### src/hw/rtl/rmq_pkg.sv
`default_nettype none
package rmq_pkg;

    localparam int DATA_WIDTH = 16;
    localparam int FRAC       = DATA_WIDTH - 2;
    // Width of the estimates and of the off-diagonal sums and differences.
    localparam int VW         = DATA_WIDTH + 4;
    localparam int MSBW       = $clog2(VW);
    // The largest normalized magnitude lies in [2^29, 2^30).
    localparam int NW         = 30;
    localparam int NORM_MSB   = NW - 1;
    // Square root: two result bits per stage.
    localparam int SQ_STEPS   = NW + 2;
    localparam int SQ_STAGES  = SQ_STEPS / 2;
    localparam int SQ_IN      = 2 * SQ_STEPS;
    localparam int SQ_REMW    = SQ_STEPS + 4;
    localparam int NRW        = NW + 1;
    // Division: two quotient bits per stage.
    localparam int QP         = DATA_WIDTH + (DATA_WIDTH % 2);
    localparam int DIV_STAGES = QP / 2;
    localparam int NUMW       = NW + FRAC + 1;
    localparam int DREMW      = NRW + 1;

    typedef struct packed {
        logic signed [DATA_WIDTH-1:0] m00;
        logic signed [DATA_WIDTH-1:0] m01;
        logic signed [DATA_WIDTH-1:0] m02;
        logic signed [DATA_WIDTH-1:0] m10;
        logic signed [DATA_WIDTH-1:0] m11;
        logic signed [DATA_WIDTH-1:0] m12;
        logic signed [DATA_WIDTH-1:0] m20;
        logic signed [DATA_WIDTH-1:0] m21;
        logic signed [DATA_WIDTH-1:0] m22;
    } t_in;

    typedef struct packed {
        logic signed [DATA_WIDTH-1:0] qx;
        logic signed [DATA_WIDTH-1:0] qy;
        logic signed [DATA_WIDTH-1:0] qz;
        logic signed [DATA_WIDTH-1:0] qw;
        logic                         invalid;
    } t_out;

    typedef logic [3:0][NW-1:0] t_lanes;
    typedef logic [3:0][QP-1:0] t_quo;

endpackage
`default_nettype wire

### src/hw/rtl/rmq_isqrt.sv
`default_nettype none
module rmq_isqrt (
    input  logic                       i_clk,
    input  logic                       i_en,
    input  logic [rmq_pkg::SQ_IN-1:0]  i_s,
    output logic [rmq_pkg::NRW-1:0]    o_root
);
    import rmq_pkg::*;

    logic [SQ_IN-1:0]    r_s    [SQ_STAGES];
    logic [SQ_REMW-1:0]  r_rem  [SQ_STAGES];
    logic [SQ_STEPS-1:0] r_root [SQ_STAGES];
    logic [SQ_IN-1:0]    n_s    [SQ_STAGES];
    logic [SQ_REMW-1:0]  n_rem  [SQ_STAGES];
    logic [SQ_STEPS-1:0] n_root [SQ_STAGES];

    always_comb begin
        logic [SQ_IN-1:0]    s;
        logic [SQ_REMW-1:0]  rem;
        logic [SQ_REMW-1:0]  t;
        logic [SQ_STEPS-1:0] root;
        for (int j = 0; j < SQ_STAGES; j++) begin
            if (j == 0) begin
                s    = i_s;
                rem  = '0;
                root = '0;
            end else begin
                s    = r_s[(j == 0) ? 0 : j - 1];
                rem  = r_rem[(j == 0) ? 0 : j - 1];
                root = r_root[(j == 0) ? 0 : j - 1];
            end
            for (int b = 0; b < 2; b++) begin
                rem = {rem[SQ_REMW-3:0], s[SQ_IN-1 -: 2]};
                s   = {s[SQ_IN-3:0], 2'b00};
                t   = SQ_REMW'({root, 2'b01});
                if (rem >= t) begin
                    rem  = rem - t;
                    root = {root[SQ_STEPS-2:0], 1'b1};
                end else begin
                    root = {root[SQ_STEPS-2:0], 1'b0};
                end
            end
            n_s[j]    = s;
            n_rem[j]  = rem;
            n_root[j] = root;
        end
    end

    always_ff @(posedge i_clk) begin
        if (i_en) begin
            r_s    <= n_s;
            r_rem  <= n_rem;
            r_root <= n_root;
        end
    end

    assign o_root = r_root[SQ_STAGES-1][NRW-1:0];

endmodule
`default_nettype wire

### config.mk
export PLATFORM = sky130hd
export DESIGN_NAME = rmq_isqrt
export DESIGN_NICKNAME = d
export VERILOG_FILES = /design/src/hw/rtl/rmq_pkg.sv /design/src/hw/rtl/rmq_isqrt.sv
export SDC_FILE = /design/constraint.sdc
export NUM_CORES = 2
export LEC_CHECK = 0
export BUFFER_PORTS_ARGS = -buffer_cell sky130_fd_sc_hd__buf_2
export CORE_MARGIN = 2
export CORE_UTILIZATION = 40
export CTS_CLUSTER_SIZE = 10
export DETAILED_ROUTE_END_ITERATION = 7
export PLACE_DENSITY_LB_ADDON = 0.1
export SETUP_SLACK_MARGIN = 0.4
export SLEW_MARGIN = 10
export SYNTH_ARGS = -nofsm -noshare
export SYNTH_HDL_FRONTEND = slang
export SYNTH_SLANG_ARGS = --single-unit
### constraint.sdc
create_clock -name i_clk -period 17.5 [get_ports i_clk]
set_input_delay 1.75 -clock i_clk [delete_from_list [all_inputs] [get_ports i_clk]]
set_output_delay 1.75 -clock i_clk [all_outputs]
set_load 0.005 [all_outputs]
==> impl_metrics.py <==
metrics = {
    "worst_setup_path": {
        "crit_required_ns": 18.06,
        "cp_top_family": "simple AND/OR/NAND/NOR gates",
        "crit_type": "reg2reg",
        "crit_slowest_cell": "nor4bb_1",
        "timing.rr.end": "r_rem[132]",
        "r2r_setup_slack_ns": 9.86,
        "start_kind": "flip-flop",
        "timing.rr.start": "r_rem[167]",
        "crit_start": "r_rem[167]",
        "cp_data_arrival_time_ns": 8.19,
        "crit_end": "r_rem[132]",
        "critPathBufInv": 5,
        "ff2ff_path_depth": 24,
        "cpMostUsedCell": "buf_4",
        "slowest_delay_ns": 0.61,
        "path_max_fanout": 46,
        "path_depth": 24,
        "critPathCaptureType": "flip-flop",
        "cp_cell_sequence": "ha_1 -> nor4bb_1 -> nand4_1 -> o311a_1 -> o211ai_1 -> or2_2 -> buf_4 -> clkinv_1 -> buf_4 -> o31ai_1 -> ha_1 -> and4_1 -> and4_1 -> nand3_1 -> nor4_1 -> a31oi_1 -> a2bb2oi_1 -> o31ai_1 -> nor4_1 -> nand4_1 -> nor2b_4 -> buf_4 -> inv_1 -> mux2_2",
    },
    "clock_network": {
        "clockBufferDepth": 3,
        "postCtsHoldBufs": 0,
        "cts_tree": "built",
        "cts_made_buffers": 155,
        "cts_setup_buffers": 0,
        "cts_resized": 0,
        "htree_levels": 4,
        "clock-root-buffer": "clkbuf_16",
        "cts_sinks": 1238,
        "clkSlewWorstSetupHoldPaths_ns": 0.06,
        "clock_latency_ns": 0.82,
    },
    "power_and_ir_drop": {
        "cellLeakagePower_uw": 0.0347,
        "powerDensity_nw_per_um2": 148,
        "power_uw": 13200,
        "ir_drop_mv": 0.0990,
    },
    "timing": {
        "fin_ws_ns": 9.86,
        "worst_hold_slack_ns": 0.404,
        "worstMarginPinSlew_ns": 1.08,
        "fin_crit_sh_pct": 43.6,
        "report.final.slew_viol_count": 0,
        "max_freq_mhz": 131,
        "slew_headroom_pct": 27.8,
        "setup-tns-final_ns": 0,
        "rsz0062_at_grt": "no",
        "hold_viol": 0,
        "clock_skew_ns": 0.0320,
        "setup_viol": 0,
        "period_minus_slack_ns": 7.64,
    },
    "outcome": {
        "outcome": "finished clean",
    },
    "floorplanning": {
        "die_area_um2": 207000,
        "die_w_um": 455,
        "core_area_um2": 202000,
        "die_y_um": 455,
        "start_util_pct": 40.3,
        "pin_count": 97,
        "rows": 165,
    },
    "placement": {
        "globalplace.congestion": 0.891,
        "io_buffers": 96,
        "place_hpwl_um": 173000,
        "place_worst_setup_slack_ns": 10.09,
    },
    "synth": {
        "synth_largest_area_cell": "edfxtp_1",
        "synth_edf_count": 1238,
        "syn_area_um2": 81500,
        "synth_top_area_share_pct": 45.6,
        "avgSynthCellArea_um2": 10.2,
        "synth_cell_types": 114,
        "async_reset_ff_share_pct": 0,
        "ys_seq_area_share_pct": 45.6,
        "synthFlopType": "edfxtp_1",
        "yosys_register_bits": 1238,
        "synth_warnings": 0,
        "synth_top_cells_by_area": "edfxtp_1 (46%), ha_1 (8.6%), xnor2_1 (5.3%), a21oi_1 (3.6%), nand2_1 (3.1%)",
        "synthCells": 8022,
    },
    "finish": {
        "nets": 8725,
        "final_layout_size_suffix_gt1_share_pct": 6.78,
        "syn_to_final_growth_pct": 9.72,
        "final_core_util_pct": 44.2,
    },
    "grt": {
        "antenna_found_initial": 12,
        "grt_first_pass_wirelength_um": 347000,
        "groute.usage.overall_pct": 21.4,
        "gr-total-overflow": 0,
        "grt_pass1_vias": 59500,
        "grt_max_degree": 178,
    },
    "routing": {
        "first_iter_violations": 4571,
        "ant_nets": 0,
        "drt_wl_total_um": 225000,
        "wire_per_inst_um": 20.7,
        "via_per_inst": 5.62,
        "drc_errors": 0,
        "vias": 61000,
        "first_pass_iters": 5,
    },
    "job": {
        "drv_cap": 0,
    },
    "hold_path": {
        "hp-class": "reg2reg",
        "hp-start": "n_s[312]",
    },
}
[cells by family after synthesis]
| family | count (synthesis) | share of synthesized area (%) |
|---|---|---|
| flops | 1238 | 45.6 |
| other cells | 1 | 0.00460 |
| fa+ha+maj | 558 | 8.57 |
| compound gates | 2106 | 16.7 |
| xor+xnor | 749 | 8.05 |
| simple gates | 2556 | 16.0 |
| buf+inv | 697 | 3.51 |
| mux | 117 | 1.57 |
[per-stage QoR]
stage,instance area (um2),cells
global route,89400,10800
CTS,89400,10800
finish,89400,10800
floorplan,81500,8024
detailed placement,84700,10600
global placement,84700,10600
[cells in the final DEF, fill, tap and decap left out, drive strengths merged, types with 70 or more instances in the layout]
| cell | synthesis | layout |
|---|---|---|
| xnor2 | 493 | 493 |
| nand4 | 123 | 123 |
| xor2 | 256 | 256 |
| nand2b | 97 | 97 |
| buf | 95 | 140 |
| nor2 | 552 | 552 |
| o31ai | 75 | 75 |
| nand2 | 678 | 678 |
| nand3 | 173 | 173 |
| inv | 474 | 479 |
| nor3 | 213 | 213 |
| o21ai | 506 | 506 |
| a21oi | 583 | 583 |
| nor2b | 90 | 90 |
| ha | 558 | 558 |
| a31oi | 70 | 70 |
| mux2 | 85 | 85 |
| edfxtp | 1238 | 1238 |
| a211oi | 71 | 71 |
| a21o | 285 | 285 |
| and3 | 76 | 76 |
| clkbuf | 125 | 174 |
| or2 | 70 | 70 |
| or3 | 87 | 87 |
| nor4 | 111 | 111 |
[flip-flops by register name, indices dropped and copies added, names as in the netlist]
register / flops
n_s: 420
o_root: 31
r_s: 60
r_rem: 487
r_root: 240
[worst min path at each step]
| stage | end | cells after the start |
|---|---|---|
| 5_1_grt | r_s[765] | 0 |
| 2_1_floorplan | n_s[124] | 0 |
| 3_5_place_dp | n_s[185] | 0 |
| 6_report | n_s[252] | 0 |
| 3_3_place_gp | n_s[127] | 0 |
| 4_1_cts | r_s[765] | 0 |
[power breakdown]
group / leakage (uW) / switching, uW / internal, uW
Combinational: 0.0206 / 3430 / 2360
Clock: 0.00229 / 1260 / 1790
Sequential: 0.0119 / 424 / 3970
Total: 0.0347 / 5110 / 8120
[routing by layer]
metal,vias up,global-route usage [%],share of wire (%)
met2,1199,36.4,48
met1,29400,28.7,45
met4,4,5.97,2.4
met3,246,2.64,4.0
li1,30100,-,-
met5,-,0,0.0093
[layout make-up]
class / count / area (um2)
flip-flops and latches: 1238 / 37200
clock inverters: 51 / 713
inverters: 477 / 1790
fillers: 19300 / 113000
multi-input cells: 6089 / 41500
clock buffers: 174 / 4040
well taps: 2672 / 3340
repair buffers: 140 / 863
diodes: 2 / 5.00
[cells in the mapped netlist (21+ instances only)]
library cell / count
a21boi_0: 29
a211o_1: 27
mux2_1: 21
inv_1: 462
or3_1: 86
buf_4: 35
or2_2: 65
nand3b_1: 34
edfxtp_1: 1238
o211ai_1: 49
nand2_1: 677
nand4b_1: 26
nor3_1: 207
or4_1: 49
mux2i_1: 32
o21ai_0: 484
xnor2_1: 493
o21a_1: 67
a21oi_1: 583
and2_1: 53
nor2_1: 550
ha_1: 558
and4_1: 35
nor3b_1: 35
a31oi_1: 69
buf_2: 37
nand2b_1: 97
o31a_1: 28
nor4_1: 102
nor2b_1: 90
mux2_2: 64
xor2_1: 256
nand4_1: 122
o31ai_1: 73
nand3_1: 172
and3_1: 76
clkbuf_1: 125
o21bai_1: 67
a21o_1: 285
a211oi_1: 71
(Power assumes the default switching activity.)
